## src/cmp_pkg.sv

```systemverilog
// ----------------------------------------------------------------------------
// CoAP message parser package
// Shared payload types, byte classes, status codes and the small helpers that
// decode an option's delta and length nibbles.
// ----------------------------------------------------------------------------
package cmp_pkg;

  // Classes of a parsed byte.
  localparam logic [2:0] CLS_HEADER  = 3'd0;
  localparam logic [2:0] CLS_TOKEN   = 3'd1;
  localparam logic [2:0] CLS_OPTHDR  = 3'd2;
  localparam logic [2:0] CLS_OPTVAL  = 3'd3;
  localparam logic [2:0] CLS_MARKER  = 3'd4;
  localparam logic [2:0] CLS_PAYLOAD = 3'd5;
  localparam logic [2:0] CLS_DISCARD = 3'd6;

  // Status codes, reported on the final byte of a message.
  localparam logic [2:0] ST_OK        = 3'd0;
  localparam logic [2:0] ST_SHORT     = 3'd1;
  localparam logic [2:0] ST_BAD_VER   = 3'd2;
  localparam logic [2:0] ST_TKL_LONG  = 3'd3;
  localparam logic [2:0] ST_TRUNC     = 3'd4;
  localparam logic [2:0] ST_RSVD_NIB  = 3'd5;
  localparam logic [2:0] ST_OPT_LIMIT = 3'd6;

  // Protocol constants.
  localparam logic [1:0]  PROTO_VER    = 2'd1;
  localparam logic [3:0]  MAX_TKL      = 4'd8;
  localparam logic [7:0]  PAYLOAD_MARK = 8'hFF;
  localparam logic [3:0]  NIB_EXT8     = 4'd13;
  localparam logic [3:0]  NIB_EXT16    = 4'd14;
  localparam logic [3:0]  NIB_RSVD     = 4'd15;
  localparam logic [15:0] EXT8_BASE    = 16'd13;
  localparam logic [15:0] EXT16_BASE   = 16'd269;

  typedef struct packed {
    logic [7:0] data_byte;
    logic       last_byte;
  } in_item_t;

  typedef struct packed {
    logic [2:0]  byte_class;
    logic [7:0]  data_out;
    logic [15:0] option_number;
    logic [15:0] option_length;
    logic        message_end;
    logic [2:0]  status;
    logic [1:0]  msg_type;
    logic [3:0]  token_length;
    logic [7:0]  code;
    logic [15:0] message_id;
    logic [4:0]  option_count;
    logic [15:0] payload_length;
  } out_item_t;

  // Number of extension bytes that follow for a delta or length nibble.
  function automatic logic [1:0] ext_bytes(input logic [3:0] nib);
    logic [1:0] n;
    n = 2'd0;
    if (nib == NIB_EXT8) n = 2'd1;
    else if (nib == NIB_EXT16) n = 2'd2;
    return n;
  endfunction

  // Value of a delta or length nibble once its extension bytes are in.
  function automatic logic [15:0] nibble_value(input logic [3:0] nib,
                                               input logic [15:0] accum);
    logic [15:0] v;
    v = {12'd0, nib};
    if (nib == NIB_EXT8) v = accum + EXT8_BASE;
    else if (nib == NIB_EXT16) v = accum + EXT16_BASE;
    return v;
  endfunction

endpackage

```

## src/cmp_stream_if.sv

```systemverilog
// ----------------------------------------------------------------------------
// CoAP parser stream interface
// A valid/ready channel carrying one payload item per request.
// ----------------------------------------------------------------------------
interface cmp_stream_if #(
  parameter type payload_t = logic [7:0]
) ();

  logic     valid;
  logic     ready;
  payload_t data;

  modport source (output valid, output data, input ready);
  modport sink (input valid, input data, output ready);

endinterface

```

## src/coap_message_parser_top.sv

```systemverilog
// ----------------------------------------------------------------------------
// CoAP message parser: the result of each accepted byte is registered in the
// output register, or in the skid stage while the output register still holds a result.
// Throughput is one byte per clock while the sink keeps taking results; the option
// header path (nibble add, then the running option number add) is the longest
// single-cycle path. Reset is asynchronous and active low; no clearing pass is needed after it.
module coap_message_parser_top
  import cmp_pkg::*;
#(
  parameter int unsigned MAX_OPTIONS = 16
) (
  input  logic         clk_i,
  input  logic         rst_ni,
  cmp_stream_if.sink   req_i,
  cmp_stream_if.source res_o
);

  // The option counter must hold MAX_OPTIONS itself, and is at least as wide
  // as the five-bit option_count field so that the field is a plain slice.
  localparam int unsigned CNT_RAW = $clog2(MAX_OPTIONS + 1);
  localparam int unsigned CNT_W   = (CNT_RAW > 5) ? CNT_RAW : 5;

  typedef enum logic [2:0] {
    PH_HEADER,
    PH_TOKEN,
    PH_OPTHEAD,
    PH_EXT,
    PH_VALUE,
    PH_PAYLOAD,
    PH_DISCARD
  } phase_e;

  // Complete parsing context of the message in flight.
  typedef struct packed {
    phase_e             phase;
    logic [1:0]         hdr_idx;
    logic [2:0]         err;
    logic [1:0]         msg_type;
    logic [3:0]         tkl;
    logic [7:0]         code;
    logic [15:0]        mid;
    logic [3:0]         tok_left;
    logic [3:0]         delta_nib;
    logic [3:0]         len_nib;
    logic [2:0]         ext_left;
    logic [15:0]        delta_acc;
    logic [15:0]        len_acc;
    logic [15:0]        run_num;
    logic [15:0]        cur_len;
    logic [15:0]        val_left;
    logic [CNT_W-1:0]   seen;
    logic [15:0]        pay_cnt;
  } st_t;

  localparam st_t ST_RESET = '{phase: PH_HEADER, default: '0};

  st_t       st_q, st_d;
  out_item_t res_d;
  out_item_t out_q, skid_q;
  logic      out_vld_q, skid_vld_q;
  logic      push, pop;
  logic [7:0] b;
  logic       last;

  assign b    = req_i.data.data_byte;
  assign last = req_i.data.last_byte;

  // The skid stage lets a new byte in while the output register still holds
  // a result the sink has not taken. Ready depends on registers only.
  assign req_i.ready = !skid_vld_q;
  assign push        = req_i.valid && req_i.ready;
  assign pop         = out_vld_q && res_o.ready;

  assign res_o.valid = out_vld_q;
  assign res_o.data  = out_q;

  // --------------------------------------------------------------------------
  // Per-byte parsing. Everything is computed from the current context and the
  // incoming byte; the results reflect the context after this byte.
  // --------------------------------------------------------------------------
  always_comb begin
    logic             hdr_done;
    logic             opt_done;
    logic [15:0]      delta_v;
    logic [15:0]      len_v;
    logic [2:0]       ext_sum;
    logic [CNT_W-1:0] seen_inc;
    logic [2:0]       cls;
    logic [2:0]       status;

    st_d     = st_q;
    hdr_done = 1'b0;
    opt_done = 1'b0;
    cls      = CLS_DISCARD;
    status   = ST_OK;
    ext_sum  = {1'b0, ext_bytes(b[7:4])} + {1'b0, ext_bytes(b[3:0])};
    seen_inc = st_q.seen + 1'b1;

    unique case (st_q.phase)
      PH_HEADER: begin
        cls = CLS_HEADER;
        st_d.hdr_idx = st_q.hdr_idx + 2'd1;
        case (st_q.hdr_idx)
          2'd0: begin
            st_d.msg_type = b[5:4];
            st_d.tkl      = b[3:0];
            if (b[7:6] != PROTO_VER) st_d.err = ST_BAD_VER;
            else if (b[3:0] > MAX_TKL) st_d.err = ST_TKL_LONG;
          end
          2'd1: st_d.code = b;
          2'd2: st_d.mid[15:8] = b;
          default: begin
            st_d.mid[7:0] = b;
            st_d.tok_left = st_q.tkl;
            if (st_q.err != ST_OK) st_d.phase = PH_DISCARD;
            else if (st_q.tkl != 4'd0) st_d.phase = PH_TOKEN;
            else st_d.phase = PH_OPTHEAD;
          end
        endcase
      end
      PH_TOKEN: begin
        cls = CLS_TOKEN;
        st_d.tok_left = st_q.tok_left - 4'd1;
        if (st_q.tok_left == 4'd1) st_d.phase = PH_OPTHEAD;
      end
      PH_OPTHEAD: begin
        if (b == PAYLOAD_MARK) begin
          cls = CLS_MARKER;
          st_d.phase = PH_PAYLOAD;
        end else begin
          cls = CLS_OPTHDR;
          if (b[7:4] == NIB_RSVD || b[3:0] == NIB_RSVD) begin
            st_d.err   = ST_RSVD_NIB;
            st_d.phase = PH_DISCARD;
          end else begin
            st_d.delta_nib = b[7:4];
            st_d.len_nib   = b[3:0];
            st_d.delta_acc = '0;
            st_d.len_acc   = '0;
            st_d.ext_left  = ext_sum;
            if (ext_sum == 3'd0) hdr_done = 1'b1;
            else st_d.phase = PH_EXT;
          end
        end
      end
      PH_EXT: begin
        cls = CLS_OPTHDR;
        // Delta extension bytes come first, then the length ones.
        if (st_q.ext_left > {1'b0, ext_bytes(st_q.len_nib)}) begin
          st_d.delta_acc = {st_q.delta_acc[7:0], b};
        end else begin
          st_d.len_acc = {st_q.len_acc[7:0], b};
        end
        st_d.ext_left = st_q.ext_left - 3'd1;
        if (st_q.ext_left == 3'd1) hdr_done = 1'b1;
      end
      PH_VALUE: begin
        cls = CLS_OPTVAL;
        st_d.val_left = st_q.val_left - 16'd1;
        if (st_q.val_left == 16'd1) opt_done = 1'b1;
      end
      PH_PAYLOAD: begin
        cls = CLS_PAYLOAD;
        if (st_q.pay_cnt != 16'hFFFF) st_d.pay_cnt = st_q.pay_cnt + 16'd1;
      end
      default: begin
        cls = CLS_DISCARD;
      end
    endcase

    // Option header complete: fold the delta into the running number and
    // load the value length. Nibbles below thirteen read as themselves.
    delta_v = nibble_value(st_d.delta_nib, st_d.delta_acc);
    len_v   = nibble_value(st_d.len_nib, st_d.len_acc);
    if (hdr_done) begin
      st_d.run_num  = st_q.run_num + delta_v;
      st_d.cur_len  = len_v;
      st_d.val_left = len_v;
      if (len_v == 16'd0) opt_done = 1'b1;
      else st_d.phase = PH_VALUE;
    end

    if (opt_done) begin
      st_d.seen = seen_inc;
      if (seen_inc >= CNT_W'(MAX_OPTIONS)) begin
        st_d.err   = ST_OPT_LIMIT;
        st_d.phase = PH_DISCARD;
      end else begin
        st_d.phase = PH_OPTHEAD;
      end
    end

    // Final status. A message ending within the first three header bytes is
    // short whatever the version says; after that a recorded error wins.
    if (last) begin
      if (cls == CLS_HEADER && st_q.hdr_idx != 2'd3) status = ST_SHORT;
      else if (st_d.err != ST_OK) status = st_d.err;
      else if (cls == CLS_HEADER || cls == CLS_TOKEN) status = ST_SHORT;
      else if (st_d.phase == PH_EXT || st_d.phase == PH_VALUE) status = ST_TRUNC;
      else status = ST_OK;
    end

    res_d.byte_class     = cls;
    res_d.data_out       = b;
    res_d.option_number  = st_d.run_num;
    res_d.option_length  = st_d.cur_len;
    res_d.message_end    = last;
    res_d.status         = status;
    res_d.msg_type       = st_d.msg_type;
    res_d.token_length   = st_d.tkl;
    res_d.code           = st_d.code;
    res_d.message_id     = st_d.mid;
    res_d.option_count   = st_d.seen[4:0];
    res_d.payload_length = st_d.pay_cnt;
  end

  // --------------------------------------------------------------------------
  // Context and output control. The final byte of a message returns the
  // whole context to its reset value so the next byte opens a new message.
  // --------------------------------------------------------------------------
  always_ff @(posedge clk_i or negedge rst_ni) begin
    if (!rst_ni) begin
      st_q       <= ST_RESET;
      out_vld_q  <= 1'b0;
      skid_vld_q <= 1'b0;
    end else begin
      if (push) begin
        st_q <= last ? ST_RESET : st_d;
      end
      if (pop) begin
        if (skid_vld_q) begin
          skid_vld_q <= 1'b0;
        end else begin
          out_vld_q <= push;
        end
      end else if (push) begin
        if (!out_vld_q) out_vld_q <= 1'b1;
        else skid_vld_q <= 1'b1;
      end
    end
  end

  // Result payload registers; the valid flags above qualify them.
  always_ff @(posedge clk_i) begin
    if (pop && skid_vld_q) begin
      out_q <= skid_q;
    end else if (push && (pop || !out_vld_q)) begin
      out_q <= res_d;
    end
    if (push && out_vld_q && !pop) begin
      skid_q <= res_d;
    end
  end

`ifndef ASSERT_OFF
  // The skid stage only fills behind a held result.
  a_skid_behind_out: assert property (@(posedge clk_i) disable iff (!rst_ni)
    skid_vld_q |-> out_vld_q)
    else $error("skid stage holds a result while the output register is empty");

  // Closing a message always brings the parser back to the header phase.
  a_last_resets: assert property (@(posedge clk_i) disable iff (!rst_ni)
    (push && last) |=> (st_q.phase == PH_HEADER && st_q.hdr_idx == 2'd0))
    else $error("context not cleared after the final byte of a message");

  // Discarding only follows a recorded error.
  a_discard_err: assert property (@(posedge clk_i) disable iff (!rst_ni)
    (st_q.phase == PH_DISCARD) |-> (st_q.err != ST_OK))
    else $error("discard phase without an error code");

  // A non-zero status appears only on the final byte of a message.
  a_status_end: assert property (@(posedge clk_i) disable iff (!rst_ni)
    out_vld_q |-> (out_q.status == ST_OK || out_q.message_end))
    else $error("status reported before the end of a message");

  // The option counter never passes its limit.
  a_opt_limit: assert property (@(posedge clk_i) disable iff (!rst_ni)
    st_q.seen <= CNT_W'(MAX_OPTIONS))
    else $error("option counter beyond its limit");
`endif

endmodule

```

## src/flat_wrapper.sv

```systemverilog
// flat-port wrapper written by rule: the top's interface ports become plain ports
module coap_message_parser_top_flat import cmp_pkg::*;
#(
  parameter int unsigned MAX_OPTIONS = 16
)
  (clk_i, rst_ni, req_i_valid, req_i_data, req_i_ready, res_o_valid, res_o_data, res_o_ready);
  cmp_stream_if #(.payload_t(in_item_t)) req_i_i ();
  cmp_stream_if #(.payload_t(out_item_t)) res_o_i ();
  input  logic clk_i;
  input  logic rst_ni;
  input wire logic [$bits(req_i_i.valid)-1:0] req_i_valid;
  input wire logic [$bits(req_i_i.data)-1:0] req_i_data;
  output wire logic [$bits(req_i_i.ready)-1:0] req_i_ready;
  output wire logic [$bits(res_o_i.valid)-1:0] res_o_valid;
  output wire logic [$bits(res_o_i.data)-1:0] res_o_data;
  input wire logic [$bits(res_o_i.ready)-1:0] res_o_ready;
  assign req_i_i.valid = req_i_valid;
  assign req_i_i.data = req_i_data;
  assign req_i_ready = req_i_i.ready;
  assign res_o_valid = res_o_i.valid;
  assign res_o_data = res_o_i.data;
  assign res_o_i.ready = res_o_ready;
  coap_message_parser_top #(.MAX_OPTIONS(MAX_OPTIONS)) u_core (.clk_i(clk_i), .rst_ni(rst_ni), .req_i(req_i_i), .res_o(res_o_i));
endmodule
```

## config.mk

```make
export PLATFORM = sky130hd
export DESIGN_NAME = coap_message_parser_top_flat
export DESIGN_NICKNAME = d
export VERILOG_FILES = /design/src/cmp_pkg.sv /design/src/cmp_stream_if.sv /design/src/coap_message_parser_top.sv /design/src/flat_wrapper.sv
export SDC_FILE = /design/constraint.sdc
export NUM_CORES = 1
export LEC_CHECK = 0
export BUFFER_PORTS_ARGS = -buffer_cell sky130_fd_sc_hd__buf_2
export CAP_MARGIN = 20
export CORE_ASPECT_RATIO = 1.2
export CORE_MARGIN = 2
export CORE_UTILIZATION = 61
export DETAILED_ROUTE_END_ITERATION = 10
export PLACE_DENSITY = 0.8
export SKIP_CTS_REPAIR_TIMING = 1
export SYNTH_ARGS = -nofsm -noshare
export SYNTH_HDL_FRONTEND = slang
export SYNTH_SLANG_ARGS = --single-unit
export TNS_END_PERCENT = 100
```

## constraint.sdc

```tcl
create_clock -name clk_i -period 8 [get_ports clk_i]
set_input_delay 0.4 -clock clk_i [delete_from_list [all_inputs] [get_ports clk_i]]
set_output_delay 0.4 -clock clk_i [all_outputs]
set_load 0.01 [all_outputs]
```

==> impl.org <==
** Run status
- Run status :: finished, violations left
- The checks that failed: hold timing.

** STA
- For the final routed database, the setup TNS stands at 0 ps.
- The number of hold-slack violations in the final timing report was 18.
- Clock Skews :: 23.4 ps
- Finish-stage setup viols :: 0
- Worst slack on hold paths :: -47.2 ps
- Maximum achievable frequency :: 158 MHz
- The number of pins with negative max-slew slack in the final report came to 0.
- Slew headroom :: 0.342
- For the pin with the worst max-slew slack, the measured transition is 962 ps.
- Crit share post-route :: 0.789
- Setup repair after global routing left no endpoint under its margin.
- Subtracting the final worst setup slack from the clock period gives 6310 ps.

** Flow run
- Max-cap violation count :: 0

** Yosys
- Simple-gate portion of the synthesized area :: 0.163
- Predominant post-synthesis flop cell :: edfxtp_1
- Fraction of the mapped netlist area in adder cells :: 0.0252
- Async S/R FF share, synth :: 0.443
- The Yosys step of the flow raised 0 warnings.
- Sequential share of the synthesized area :: 0.547
- Of the total synthesized cell area, the portion taken by XOR and XNOR cells is 0.0211.
- The compound-gate portion of the synthesized area was 0.178.
- Yosys mapped the design onto 88 distinct sky130hd cell types.
- The synthesized netlist occupies a cell area of 17,900 um2.
- A synthesized cell averages 9.96 um2.
- Number of flip-flops and latches in the synthesized netlist :: 352
- Of the post-synthesis cell area, the dominant cell type holds 0.329.
- Ranking of synthesized cells by area :: edfxtp_1, dfrtp_1, nor2_1
- Count of flip-flops with a built-in enable after synthesis :: 196
- The cell count after synthesis came out at 1,796.
- Cell accounting for the most synthesized area :: edfxtp_1
- Mux contribution to synthesized area :: 0.0262
- When the netlist entered floorplanning its net count stood at 1,843.
- By area, the combinational part of the netlist is dominated by compound AO/OA/AOI/OAI gates.

** Clock network
- Clock slew seen by the registers of the worst setup and hold paths :: 60 ps
- Clk buf depth :: 3
- In this run, CTS created clock tree buffers numbering 37.
- Clock Tree Root :: clkbuf_16
- Skew-Pair Late Insertion Delay :: 540 ps
- The H-tree generated during clock tree synthesis spans 2 levels.
- # clock sinks :: 352
- TritonCTS clock tree :: yes

** Placement
- The wire-length estimate of the detail-placed layout is 30,100 um.
- Port buffering added 112 buffers.
- Placer Congestion :: 0.934

** Cells and area
- The final layout contains 1,905 nets.
- Measured on the finished design, the core utilization comes to 0.689.
- Area added between synthesis and finish :: 11.2%
- In the final layout, the share of cells above drive strength 1 is 0.119.
- The filler cells instantiated in the layout total 2,139.

** Critical path
- Longest individual stage delay on the worst path :: 710 ps
- Arrival time of the worst setup path :: 6580 ps
- End of the critical path :: u_core.res_o.data[86]
- Type of the setup path with the least slack :: flip-flop to flip-flop
- The worst register-to-register path ends at u_core.res_o.data[86].
- Critical-path cell with the highest stage delay :: nor3_2
- Endpoint type of the worst setup path :: flip-flop
- Delay-heaviest family, CP :: simple AND/OR/NAND/NOR gates
- The critical path runs through a total of 19 cells.
- The signal on the critical path passes through or3b_1, nor3_2, o22ai_1, nor2_1, nand3_1, nand2_1, a21oi_1, ha_1, a21oi_1, nor2b_1, o41ai_1, o21ai_0, o41ai_1, o21a_1, o21ai_0, xnor2_1, nand2_1, xnor2_1, mux2_2.
- Critical path peak fanout :: 22
- Setup slack, reg-to-reg :: 1690 ps
- Buffer and inverter count on the worst path :: 0
- Measured in cells, the most critical reg-to-reg path has a length of 19.
- In this run the worst setup path begins at u_core.st_q[153].
- Crit path launch type :: flip-flop
- Startpoint of the worst-slack reg-to-reg timing path :: u_core.st_q[153]
- Crit path required time :: 8270 ps

** Routing
- Number of iterations in the first detailed-routing pass :: 6
- In the routed layout, each cell is associated on average with a via count of 6.23.
- Iter 0 DRT Violations :: 1,441
- In this run the remaining antenna-violating nets after routing total 0.
- Wires add up to 45,500 um.
- DR vias :: 14,200
- Drt drc :: 0
- After detailed routing, the average wire length per cell comes to 20.0 um.

** Global routing
- Wire length of the first global-routing pass :: 73,000 um
- Initial antenna violation count :: 2
- Global-route total usage across every layer :: 0.300
- Total gr overflow :: 0
- Vias in the first global route :: 13,800
- Largest net degree at the start of global routing :: 98

** Floorplan
- The die covers 30,700 um2.
- Height of the die :: 192 um
- Num ports :: 113
- Chip Width :: 160 um
- The floorplan step defined a core boundary enclosing 28,800 um2.
- Starting Density :: 0.620
- The floorplan has 68 rows.

** Pwr
- The analysis attributes to cell leakage a power of 8.54 nW.
- Worst VDD drop :: 198 uV
- For this design the ratio of total power to cell area is 360 nW/um2.
- The design draws 0.00715 W.

** Min path
- Class of the tightest hold or removal check :: input port to async pin
-- cell usage after synthesis (all sizes together) (4+ instances only) --
master   count
a22oi       24
o311ai       5
a41o         4
edfxtp     196
nand2b      12
a21o        12
nand4       12
nor3b        6
clkbuf      88
nand2      217
nor2b        9
buf         19
or3         12
o21ai      155
o21a         6
mux2i       39
xnor2       20
mux2         7
inv         72
a211oi       6
and2        11
and3        15
nand3       49
nand3b       6
o31ai       16
dfrtp      156
a21oi      114
o22ai       13
a32oi        6
a31oi       20
a2bb2oi      4
nor4         6
nor2       242
o21bai       4
a22o        52
or2          4
xor2        23
o211ai      10
nor3        33
ha          32
-- per-layer routing --
| layer | part of all wire | global-route usage |
|---|---|---|
| met1 | 0.40 | 0.386 |
| met2 | 0.49 | 0.510 |
| met3 | 0.075 | 0.0451 |
| met4 | 0.037 | 0.132 |
| met5 | 0.00029 | 0 |
-- report_power, final --
group          leakage (nW)  total, W  internal (W)  switching, W
combinational          3.97   0.00258      0.000880       0.00170
sequential             3.99   0.00288       0.00259      0.000286
clock                 0.580   0.00169      0.000973      0.000712
total                  8.54   0.00715       0.00445       0.00270
-- area by class of cell --
type / count / area, um2 / share of cell area
clock inverter: 24 / 220 / 0.0111
timing repair buffer: 130 / 702 / 0.0353
tap: 385 / 482 / 0.0242
clock buffer: 43 / 968 / 0.0487
inverter: 72 / 270 / 0.0136
multi-input combinational: 1265 / 7440 / 0.374
antenna: 2 / 5.00 / 0.000252
sequential: 352 / 9790 / 0.492
-- logic make-up after synthesis --
family                   Yosys count
flip-flops                       352
XOR/XNOR                          43
AND/OR/NAND/NOR                  651
buffers and inverters            179
multiplexers                      46
AO/OA/AOI/OAI                    490
adder cells (fa/ha/maj)           35
-- how the worst min path moves through the flow --
stage	endpoint	slack [ps]	depth (start not counted)
after floorplan	u_core.res_o.valid	100	0
after global placement	u_core.st_q[49]	460	2
after detailed placement	u_core.st_q[129]	470	2
after CTS	u_core.st_q[8]	3	1
after global routing	u_core.st_q[8]	30	1
final	u_core.st_q[8]	-50	1
-- cells in the final DEF (no fill, tap or decap), drive strengths merged, types with 39 or more instances in the layout --
cell      n
nor2    242
a21oi   114
a22o     52
nand3    49
o21ai   155
mux2i    39
clkbuf   43
nand2   217
edfxtp  196
inv      75
buf     130
dfrtp   156
-- metrics by stage --
step	instance area (um2)	std cells	setup slack, ps
final	19900	2273	1690
after global placement	18700	2204	2080
after global routing	19900	2272	1110
after floorplan	17900	1796	1410
after CTS	19900	2271	1800
after detailed placement	18700	2204	1830
-- flip-flops by register name (all words and copies together), names as in the netlist --
signal	count
u_core.res_o.valid	1
u_core.st_q	154
u_core.skid_vld_q	1
u_core.res_o.data	98
u_core.skid_q	98
(Power assumes the default switching activity.)
